--- src/rtl/core/m44i_ram.sv ---
// Generic single-write, single-read RAM with a registered read port.
// Stand-alone; no package needed.
module m44i_ram #(
  parameter int WIDTH = 32,
  parameter int DEPTH = 16
) (
  input  logic                     clk,
  input  logic                     we,
  input  logic [$clog2(DEPTH)-1:0] waddr,
  input  logic [WIDTH-1:0]         wdata,
  input  logic [$clog2(DEPTH)-1:0] raddr,
  output logic [WIDTH-1:0]         rdata
);

  logic [WIDTH-1:0] mem [DEPTH];

  always_ff @(posedge clk) begin
    if (we) begin
      mem[waddr] <= wdata;
    end
    rdata <= mem[raddr];
  end

endmodule

--- config.mk ---
export PLATFORM = sky130hd
export DESIGN_NAME = m44i_ram
export DESIGN_NICKNAME = d
export VERILOG_FILES = /design/src/rtl/core/m44i_ram.sv
export SDC_FILE = /design/constraint.sdc
export NUM_CORES = 1
export LEC_CHECK = 0
export BUFFER_PORTS_ARGS = -buffer_cell sky130_fd_sc_hd__buf_4
export CORE_ASPECT_RATIO = 1.1
export CORE_MARGIN = 1.5
export CORE_UTILIZATION = 45
export CTS_BUF_LIST = sky130_fd_sc_hd__clkbuf_8
export DETAILED_ROUTE_END_ITERATION = 10
export PLACE_DENSITY_LB_ADDON = 0.3
export SYNTH_ARGS = -nofsm -noshare
export SYNTH_HDL_FRONTEND = slang
export SYNTH_SLANG_ARGS = --single-unit
--- constraint.sdc ---
create_clock -name clk -period 4.7 [get_ports clk]
set_input_delay 0.235 -clock clk [delete_from_list [all_inputs] [get_ports clk]]
set_output_delay 0.235 -clock clk [all_outputs]
set_load 0.01 [all_outputs]
==> results of run 1 <==
[power by group through the flow]
stage / clock, W / sequential, W / combinational, W
after floorplan: 0 / 0.00557 / 0.000260
after global placement: 0 / 0.00556 / 0.000496
after detailed placement: 0 / 0.00556 / 0.000503
after CTS: 0.00372 / 0.00546 / 0.000527
after global routing: 0.00391 / 0.00547 / 0.000559
final: 0.00364 / 0.00546 / 0.000516
[cell usage after synthesis]
master    count
and2_1        1
nor2b_1       2
nand2b_1      2
nand3b_1      2
nand3_1       1
or3b_2        1
nor3_1        4
edfxtp_1    512
buf_2         4
buf_6         2
mux4_2      128
nand2_1      33
dfxtp_1      32
buf_4        11
buf_1         9
a22oi_1      64
clkbuf_1     17
nor2_1       13
[kinds of logic after synthesis]
kind of cell / share of synthesized area, %
compound gates: 2.420
simple gates: 1.273
flops: 80.67
mux: 14.52
buf+inv: 1.122
[path summary, 6_finish.rpt]
kind | endpoint | start | slack, ns | cells after the start
min | mem[12][18]$_DFFE_PP_ | waddr[1] | 0.23 | 3
max reg2reg | rdata[11]$_DFF_P_ | mem[11][11]$_DFFE_PP_ | 3.35 | 3
min reg2reg | rdata[31]$_DFF_P_ | mem[14][31]$_DFFE_PP_ | 0.66 | 3
max | rdata[20]$_DFF_P_ | raddr[0] | 2.90 | 5
[layout make-up]
class / instances / area (um^2) / area share, %
flip-flops and latches: 544 / 16020 / 69.22
clock inverters: 53 / 225.2 / 0.9734
well taps: 574 / 718.2 / 3.104
multi-input cells: 251 / 3750 / 16.21
repair buffers: 129 / 1080 / 4.667
clock buffers: 98 / 1349 / 5.830
[layer usage]
metal,vias up,wire (um),part of all wire (%),track usage [%]
li1,3927,-,-,-
met1,4866,17700,43,26.21
met2,306,19770,48,29.30
met3,70,2486,6.1,3.666
met4,0,850,2.1,6.093
met5,-,0,0,0
[stage by stage]
stage	cells	area, um^2	util (%)	setup WS, ns	power (W)
after floorplan	838	19850	-	1.285	0.005827
after global placement	1466	21240	48.90	2.191	0.006055
after detailed placement	1466	21240	48.90	2.213	0.006067
after CTS	1649	23140	53.26	2.892	0.009710
after global routing	1649	23140	53.26	2.689	0.009941
final	1649	23140	53.26	2.896	0.009611
[tightest hold or removal path: cells and delay by family]
kind	cells	cell delay, ns
buffers and inverters	2	0.35
AND/OR/NAND/NOR	1	0.06
[flip-flops by register name, indices dropped and copies added (netlist names)]
name,flops
mem,512
rdata,32
==> flow_summary_export.csv, run 1 <==
group,metric,value,unit
clock_network,cts_resized,0,
sta,rsz0062_at_grt,"false",
setup_path,worst_setup_path_end_kind,"flop",
yosys,synth_area,19850,um^2
global_route,grt_first_pass_wirelength,61.20,mm
power_and_ir_drop,p_switching,0.002060,W
route,wire_per_inst,24.75,um
yosys,syn_area_per_cell,23.69,um^2
setup_path,crit_arrival,2.31,ns
setup_path,startpoint_type,"input pin",
route,first_iter_violations,829,
setup_path,cp_max_fo,68,
clock_network,cts_buffer_depth,3,
finish,num_antenna_cells,0,
setup_path,critical_path.max_stage_delay,0.64,ns
route,wirelength,40.81,mm
finish,fill_cells,3369,
yosys,synthCells,838,
setup_path,path_class,"input pin to flop",
outcome,outcome,"finished clean",
route,drc,0,
global_route,gr-usage-all-layers,18.57,%
power_and_ir_drop,leakage,7.565,nW
finish,drive_gt1_share,32.84,%
yosys,yosys_warnings,0,
route,drt_first_pass_iters,5,
sta,hold_viol,0,
route,vias,9169,
global_route,grt_max_degree,78,
sta,drv_slew,0,
route,vias_per_cell,5.560,
clock_network,cts.sinks,544,
sta,fmax,554.3,MHz
clock_network,cts_root_buf,"clkbuf_8",
clock_network,ctsHoldBuffers,32,
setup_path,path_buf_inv,2,
power_and_ir_drop,power_density,415.4,nW/um^2
yosys,ys_types,18,
setup_path,critPathTopFamily,"buffers and inverters",
setup_path,required,5.21,ns
power_and_ir_drop,pwr-share-comb,5.4,%
clock_network,h-tree-depth,3,
die,die_w,203.3,um
die,core-area,43440,um^2
sta,hold_ws,0.2336,ns
sta,skew,0.02142,ns
sta,period_share,38.38,%
global_route,antenna_found_initial,0,
power_and_ir_drop,ir_worst_vdd,0.2035,mV
power_and_ir_drop,pwr-share-clk,37.8,%
die,ios,74,
yosys,synth.top_cell.area_share,77.44,%
yosys,synth_seq_area_share,80.67,%
setup_path,crit_chain,"clkbuf_8, buf_4, mux4_2, a22oi_1, nand2_1",
setup_path,slowest_stage,"clkbuf_8",
die,die_h,223.3,um
power_and_ir_drop,switching_share,21.44,%
power_and_ir_drop,intPower,0.007551,W
sta,tns,0,ns
clock_network,clk_pin_slew,0.06,ns
die,rows,80,
clock_network,cts_tree,"done",
finish,syn2layout_area_growth,16.54,%
finish,layout_commonest_cell,"edfxtp_1",
placement,gp_congestion,0.7049,
clock_network,cts_buffers,84,
global_route,overflow,0,
finish,fin_nets,1052,
die,initial_core_util,45.70,%
yosys,synth.largest_area_cell,"edfxtp_1",
clock_network,postCtsSetupBuffers,0,
sta,worst_slew_pin_slew,1.073,ns
global_route,grt_pass1_vias,9781,
power_and_ir_drop,seqPwrFrac,56.8,%
run,drv_cap,0,
finish,layout_common_cells,"edfxtp_1 (512), mux4_2 (128), clkbuf_8 (99)",
placement,port_buffers,73,
yosys,synth_nets,880,
die,die_area,45390,um^2
clock_network,clock_latency,0.63,ns
yosys,synth.area.top_cells,"edfxtp_1 (77%), mux4_2 (15%), dfxtp_1 (3.2%), a22oi_1 (2.4%), nand2_1 (0.62%)",
route,ant_nets,0,
worst_hold_path,hp-class,"input pin to flop",
sta,relSlewSlack,28.50,%
yosys,synth-seq-cells,544,
sta,layout_min_cycle_time,1.804,ns
placement,dpl.hpwl,20.32,mm
sta,setup_viol,0,
Power figures use the tool's default switching activity.
==> inputs of run 2 (changes only) <==
--- a/config.mk
+++ b/config.mk
@@ -5,6 +5,7 @@
 export SDC_FILE = /design/constraint.sdc
 export NUM_CORES = 1
 export LEC_CHECK = 0
+export ABC_AREA = 1
 export BUFFER_PORTS_ARGS = -buffer_cell sky130_fd_sc_hd__buf_4
 export CORE_ASPECT_RATIO = 1.1
 export CORE_MARGIN = 1.5
==> constraint.sdc (replaced) <==
create_clock -name clk -period 1.71 [get_ports clk]
set_input_delay 0.0855 -clock clk [delete_from_list [all_inputs] [get_ports clk]]
set_output_delay 0.0855 -clock clk [all_outputs]
set_load 0.01 [all_outputs]
==> flow_summary_export.csv, run 2 <==
group,metric,value,unit
setup_path,cp_max_fo,1,
yosys,synth.most_common_cell,"nand2_1",
route,top_layer_used,"met4",
sta,rsz0062_at_grt,"false",
sta,drv_slew,0,
die,initial_core_util,45.43,%
yosys,synth_simple_gate_area_share,20.00,%
finish,largest_register,"mem",
clock_network,clock_latency,0.66,ns
clock_network,cts_buffers,84,
die,core-area,50040,um^2
run,drv_cap,0,
placement,placed_cell_area,24370,um^2
setup_path,startpoint,"rdata[24]$_DFF_P_",
setup_path,reg2reg_slack,0.61,ns
sta,fmax,769.6,MHz
yosys,synth.top_cell.area_share,67.64,%
yosys,synth_top_family_by_area,"simple AND/OR/NAND/NOR gates",
placement,gp_congestion,0.7646,
global_route,grt_max_degree,72,
yosys,syn_area_per_cell,10.72,um^2
route,vias_per_cell,4.957,
global_route,overflow,0,
finish,largest_reg_flops,512,
global_route,grt_pass1_vias,14660,
sta,hold_viol,0,
sta,skew,0.02250,ns
clock_network,cts_root_buf,"clkbuf_8",
setup_path,r2r_cells,6,
die,die_h,238.7,um
yosys,synthCells,2120,
global_route,antenna_found_initial,0,
die,die_w,217.3,um
route,wirelength,52.93,mm
sta,tns,0,ns
setup_path,path_class,"flop to output port",
yosys,async_flop_share,0,%
setup_path,worst_setup_path_end_kind,"output port",
placement,dp_cells,2799,
setup_path,required,1.62,ns
yosys,muxShareOfSynthArea,0,%
sta,relSlewSlack,60.64,%
route,drc,0,
route,vias,14820,
yosys,synth_nets,2162,
route,first_iter_violations,1464,
yosys,synth_seq_area_share,70.46,%
clock_network,postCtsSetupBuffers,0,
sta,setup_viol,0,
power_and_ir_drop,ir_worst_vdd,0.4889,mV
worst_hold_path,hp-start,"raddr[3]",
die,ios,74,
route,wl_met1,22.89,mm
finish,drive_gt1_share,10.65,%
power_and_ir_drop,power_density,1025,nW/um^2
yosys,ys_types,15,
die,die_area,51870,um^2
setup_path,reg2reg_from,"mem[9][11]$_DFFE_PP_",
setup_path,slowest_stage,"dfxtp_1",
placement,dp_worst_setup_slack,0.3177,ns
finish,finalInstanceArea,26260,um^2
yosys,synth-seq-cells,544,
sta,worst_slew_pin_slew,0.5868,ns
clock_network,cts.sinks,544,
sta,setup_slack,0.4107,ns
yosys,synth_xor_area_share,0,%
setup_path,path_buf_inv,1,
worst_hold_path,hold_depth,4,
yosys,yosys_warnings,0,
finish,layout_commonest_cell,"nand2_1",
placement,port_buffers,73,
setup_path,crit_chain,"buf_4",
yosys,ys.flop_type,"edfxtp_1",
global_route,grt_first_pass_wirelength,82.27,mm
yosys,synth.area.top_cells,"edfxtp_1 (68%), nand2_1 (11%), nand3_1 (8.5%), inv_1 (6.4%), dfxtp_1 (2.8%)",
clock_network,cts_buffer_depth,3,
sta,layout_min_cycle_time,1.299,ns
worst_hold_path,hp-class,"input pin to flop",
route,route.met3.wl,3.188,mm
clock_network,h-tree-depth,3,
sta,period_share,75.98,%
route,routed-wl-met2,25.41,mm
yosys,synth_area,22730,um^2
setup_path,critical_path.max_stage_delay,0.41,ns
yosys,synth_compound_area_share,0,%
route,wire_per_inst,17.70,um
finish,syn2layout_area_growth,15.53,%
finish,layout_common_cells,"nand2_1 (677), edfxtp_1 (512), inv_1 (427)",
clock_network,clk_pin_slew,0.06,ns
placement,dpl.hpwl,28.76,mm
outcome,outcome,"finished clean",
die,rows,86,
route,ant_nets,0,
yosys,ys_top_cells_by_count,"nand2_1 (677), edfxtp_1 (512), inv_1 (388)",
power_and_ir_drop,leakage,11.29,nW
finish,fin_nets,2301,
worst_hold_path,worstHoldEndpoint,"rdata[24]$_DFF_P_",
setup_path,crit_arrival,1.21,ns
setup_path,timing.rr.end,"rdata[11]$_DFF_P_",
finish,largestRegisters,"mem (512), rdata (32)",
route,drt_first_pass_iters,5,
yosys,synth.largest_area_cell,"edfxtp_1",
global_route,gr-usage-all-layers,20.87,%
finish,final-instance-count-excl-fill,2990,
setup_path,critPathTopFamily,"flip-flops",
yosys,synthAdderAreaFrac,0,%
finish,fill_cells,4251,
clock_network,cts_tree,"done",
setup_path,startpoint_type,"flop",
yosys,synth_edf_count,512,
run 2: changes by cell type after synthesis, sizes merged, moves of 2 or more:
cell    previous run  this run
nand2             33       677
inv                0       390
nand3              1       385
mux4             128         0
buf               26        91
a22oi             64         0
nor2              13        17
nor3               4         0
clkbuf            17        14
nand2b             2         0
nor2b              2         0
run 2: final cells by class:
class | instances | area (um^2) | area share, %
diodes | 1 | 2.502 | 0.009529
flip-flops and latches | 544 | 16020 | 60.99
well taps | 660 | 825.8 | 3.145
clock inverters | 63 | 270.3 | 1.029
repair buffers | 158 | 1728 | 6.580
multi-input cells | 1081 | 4667 | 17.77
clock buffers | 93 | 1280 | 4.874
inverters | 390 | 1471 | 5.603
run 2: through the flow:
stage                     utilization, %  hold WS, ns  power, W
after floorplan                        -       0.1844   0.01632
after global placement             48.70       0.3883   0.01716
after detailed placement           48.70       0.3961   0.01719
after CTS                          52.48      0.06488   0.02717
after global routing               52.48       0.1090   0.02790
final                              52.48       0.1214   0.02690
run 2: logic make-up (layout without fill, tap and decap cells):
logic type	Yosys count	after routing
simple gates	1081	1081
flops	544	544
buf+inv	495	704
other cells	0	1
run 2: worst max-delay path by stage:
stage	to	slack, ns	cells after the start
after floorplan	mem[10][0]$_DFFE_PP_	-0.37	2
after global placement	mem[3][30]$_DFFE_PP_	0.33	5
after detailed placement	mem[13][31]$_DFFE_PP_	0.32	4
after CTS	rdata[24]	0.37	1
after global routing	rdata[17]$_DFF_P_	0.36	8
final	rdata[24]	0.41	1
run 2: where the power goes:
group	internal, W	switching [W]	total (W)
Sequential	0.0149	0.0000917	0.0150
Clock	0.00500	0.00494	0.00994
Combinational	0.000683	0.00129	0.00197
Total	0.0206	0.00632	0.0269
run 2: metal layers:
metal | up-vias | GRT usage (%)
met5 | - | 0
met4 | 0 | 8.312
met3 | 106 | 3.117
met2 | 476 | 34.46
met1 | 7107 | 27.80
li1 | 7131 | -
run 2: timing repair:
action	in CTS	in global routing
endpoints found under the hold margin	515	0
gates resized for setup	0	0
hold buffers	34	0
==> inputs of run 3 (changes only) <==
==> constraint.sdc (replaced) <==
create_clock -name clk -period 1.3 [get_ports clk]
set_input_delay 0.065 -clock clk [delete_from_list [all_inputs] [get_ports clk]]
set_output_delay 0.065 -clock clk [all_outputs]
set_load 0.01 [all_outputs]
==> flow_summary_export.csv, run 3 (synthesis gave the netlist of run 2 again) <==
group,metric,value,unit
outcome,outcome,"finished clean",
finish,drive_gt1_share,13.50,%
setup_path,crit_chain,"buf_4",
setup_path,startpoint_type,"flop",
finish,largest_register,"mem",
finish,layout_common_cells,"nand2_1 (677), edfxtp_1 (512), inv_1 (421)",
setup_path,critical_path.max_stage_delay,0.38,ns
worst_hold_path,hp-class,"input pin to flop",
clock_network,cts_buffer_depth,3,
placement,placed_cell_area,25100,um^2
die,initial_core_util,45.43,%
setup_path,path_buf_inv,1,
die,ios,74,
finish,final-instance-count-excl-fill,3054,
setup_path,timing.rr.end,"rdata[26]$_DFF_P_",
sta,relSlewSlack,64.42,%
placement,gp_congestion,0.8151,
finish,largest_reg_flops,512,
clock_network,h-tree-depth,3,
global_route,grt_max_degree,62,
clock_network,cts_buffers,87,
route,wirelength,56.44,mm
finish,largestRegisters,"mem (512), rdata (32)",
worst_hold_path,hp-start,"waddr[1]",
global_route,grt_first_pass_wirelength,87.64,mm
global_route,antenna_found_initial,1,
route,ant_nets,0,
setup_path,reg2reg_slack,0.22,ns
sta,worst_slew_pin_slew,0.5336,ns
sta,period_share,97.38,%
placement,dpl.hpwl,34.27,mm
setup_path,required,1.24,ns
route,wire_per_inst,18.48,um
clock_network,cts.sinks,544,
sta,rsz0062_at_grt,"false",
sta,skew,0.03693,ns
setup_path,startpoint,"rdata[20]$_DFF_P_",
route,first_iter_violations,1441,
power_and_ir_drop,power_density,1338,nW/um^2
sta,fmax,790.0,MHz
worst_hold_path,worstHoldEndpoint,"mem[10][12]$_DFFE_PP_",
clock_network,cts_tree,"done",
die,core-area,50040,um^2
die,die_h,238.7,um
clock_network,clock_latency,0.69,ns
finish,final_util,54.08,%
sta,hold_ws,0.1109,ns
global_route,overflow,0,
route,vias_per_cell,4.954,
route,drc,0,
route,vias,15130,
die,die_area,51870,um^2
setup_path,cp_max_fo,1,
worst_hold_path,hold_depth,5,
finish,syn2layout_area_growth,19.05,%
clock_network,postCtsSetupBuffers,0,
clock_network,cts_root_buf,"clkbuf_8",
die,die_w,217.3,um
run,drv_cap,0,
setup_path,reg2reg_from,"mem[1][26]$_DFFE_PP_",
clock_network,clk_pin_slew,0.07,ns
sta,drv_slew,0,
placement,dp_cells,2863,
route,drt_first_pass_iters,5,
finish,fin_nets,2370,
sta,layout_min_cycle_time,1.266,ns
sta,setup_viol,0,
finish,finalInstanceArea,27060,um^2
die,rows,86,
power_and_ir_drop,ir_worst_vdd,1.040,mV
power_and_ir_drop,leakage,11.70,nW
global_route,gr-usage-all-layers,22.42,%
setup_path,r2r_cells,6,
sta,hold_viol,0,
setup_path,critPathTopFamily,"flip-flops",
setup_path,worst_setup_path_end_kind,"output port",
finish,layout_commonest_cell,"nand2_1",
setup_path,path_class,"flop to output port",
placement,port_buffers,73,
setup_path,slowest_stage,"dfxtp_2",
setup_path,crit_arrival,1.20,ns
global_route,grt_pass1_vias,15180,
## run 3: cell types whose count changed in the layout (fill, tap and decap cells not counted), sizes merged
cell,delta
dlygate4sd3,+2
bufinv,+1
buf,+64
inv,-1
clkinvlp,-3
clkbuf,+1
## run 3: how the worst max path moves through the flow
| stage | endpoint | slack, ns | cells after the start |
|---|---|---|---|
| final | rdata[20] | 0.03 | 1 |
| after global routing | rdata[20]$_DFF_P_ | 0.001 | 10 |
| after detailed placement | rdata[7]$_DFF_P_ | -0.07 | 9 |
| after CTS | rdata[20] | 0.002 | 1 |
| after global placement | rdata[26]$_DFF_P_ | -0.04 | 8 |
| after floorplan | mem[10][0]$_DFFE_PP_ | -0.30 | 2 |
## run 3: layout make-up
class / instances / area (um^2)
diodes: 1 / 2.502
clock buffers: 94 / 1294
clock inverters: 60 / 297.8
fillers: 4313 / 22980
inverters: 390 / 1471
multi-input cells: 1081 / 4667
flip-flops and latches: 544 / 16020
well taps: 660 / 825.8
repair buffers: 224 / 2479
## run 3: stage by stage
step / worst slack [ns] / TNS, ns / power [W]
global route: 0.001195 / 0 / 0.03751
CTS: 0.001705 / 0 / 0.03648
finish: 0.03411 / 0 / 0.03619
detailed placement: -0.07146 / -0.2158 / 0.02286
global placement: -0.04230 / -0.1183 / 0.02282
floorplan: -0.2981 / -128.00 / 0.02148
## run 3: report_power, final
part	internal [W]	leakage, nW	switching (W)
logic	0.00106	5.85	0.00177
clock network	0.00688	0.954	0.00674
registers	0.0196	4.90	0.000136
total	0.0275	11.7	0.00865
## run 3: routing by layer
| layer | wire (um) | track usage (%) |
|---|---|---|
| met1 | 23220 | 28.71 |
| met2 | 28330 | 37.89 |
| met3 | 3070 | 3.422 |
| met4 | 1812 | 9.743 |
| met5 | 0 | 0 |
## run 3: timing repair
action / in CTS / in global routing
hold buffers: 36 / 0
gates resized for setup: 6 / 0
hold endpoints to repair: 543 / 0
endpoints found under the setup margin: 6 / 0
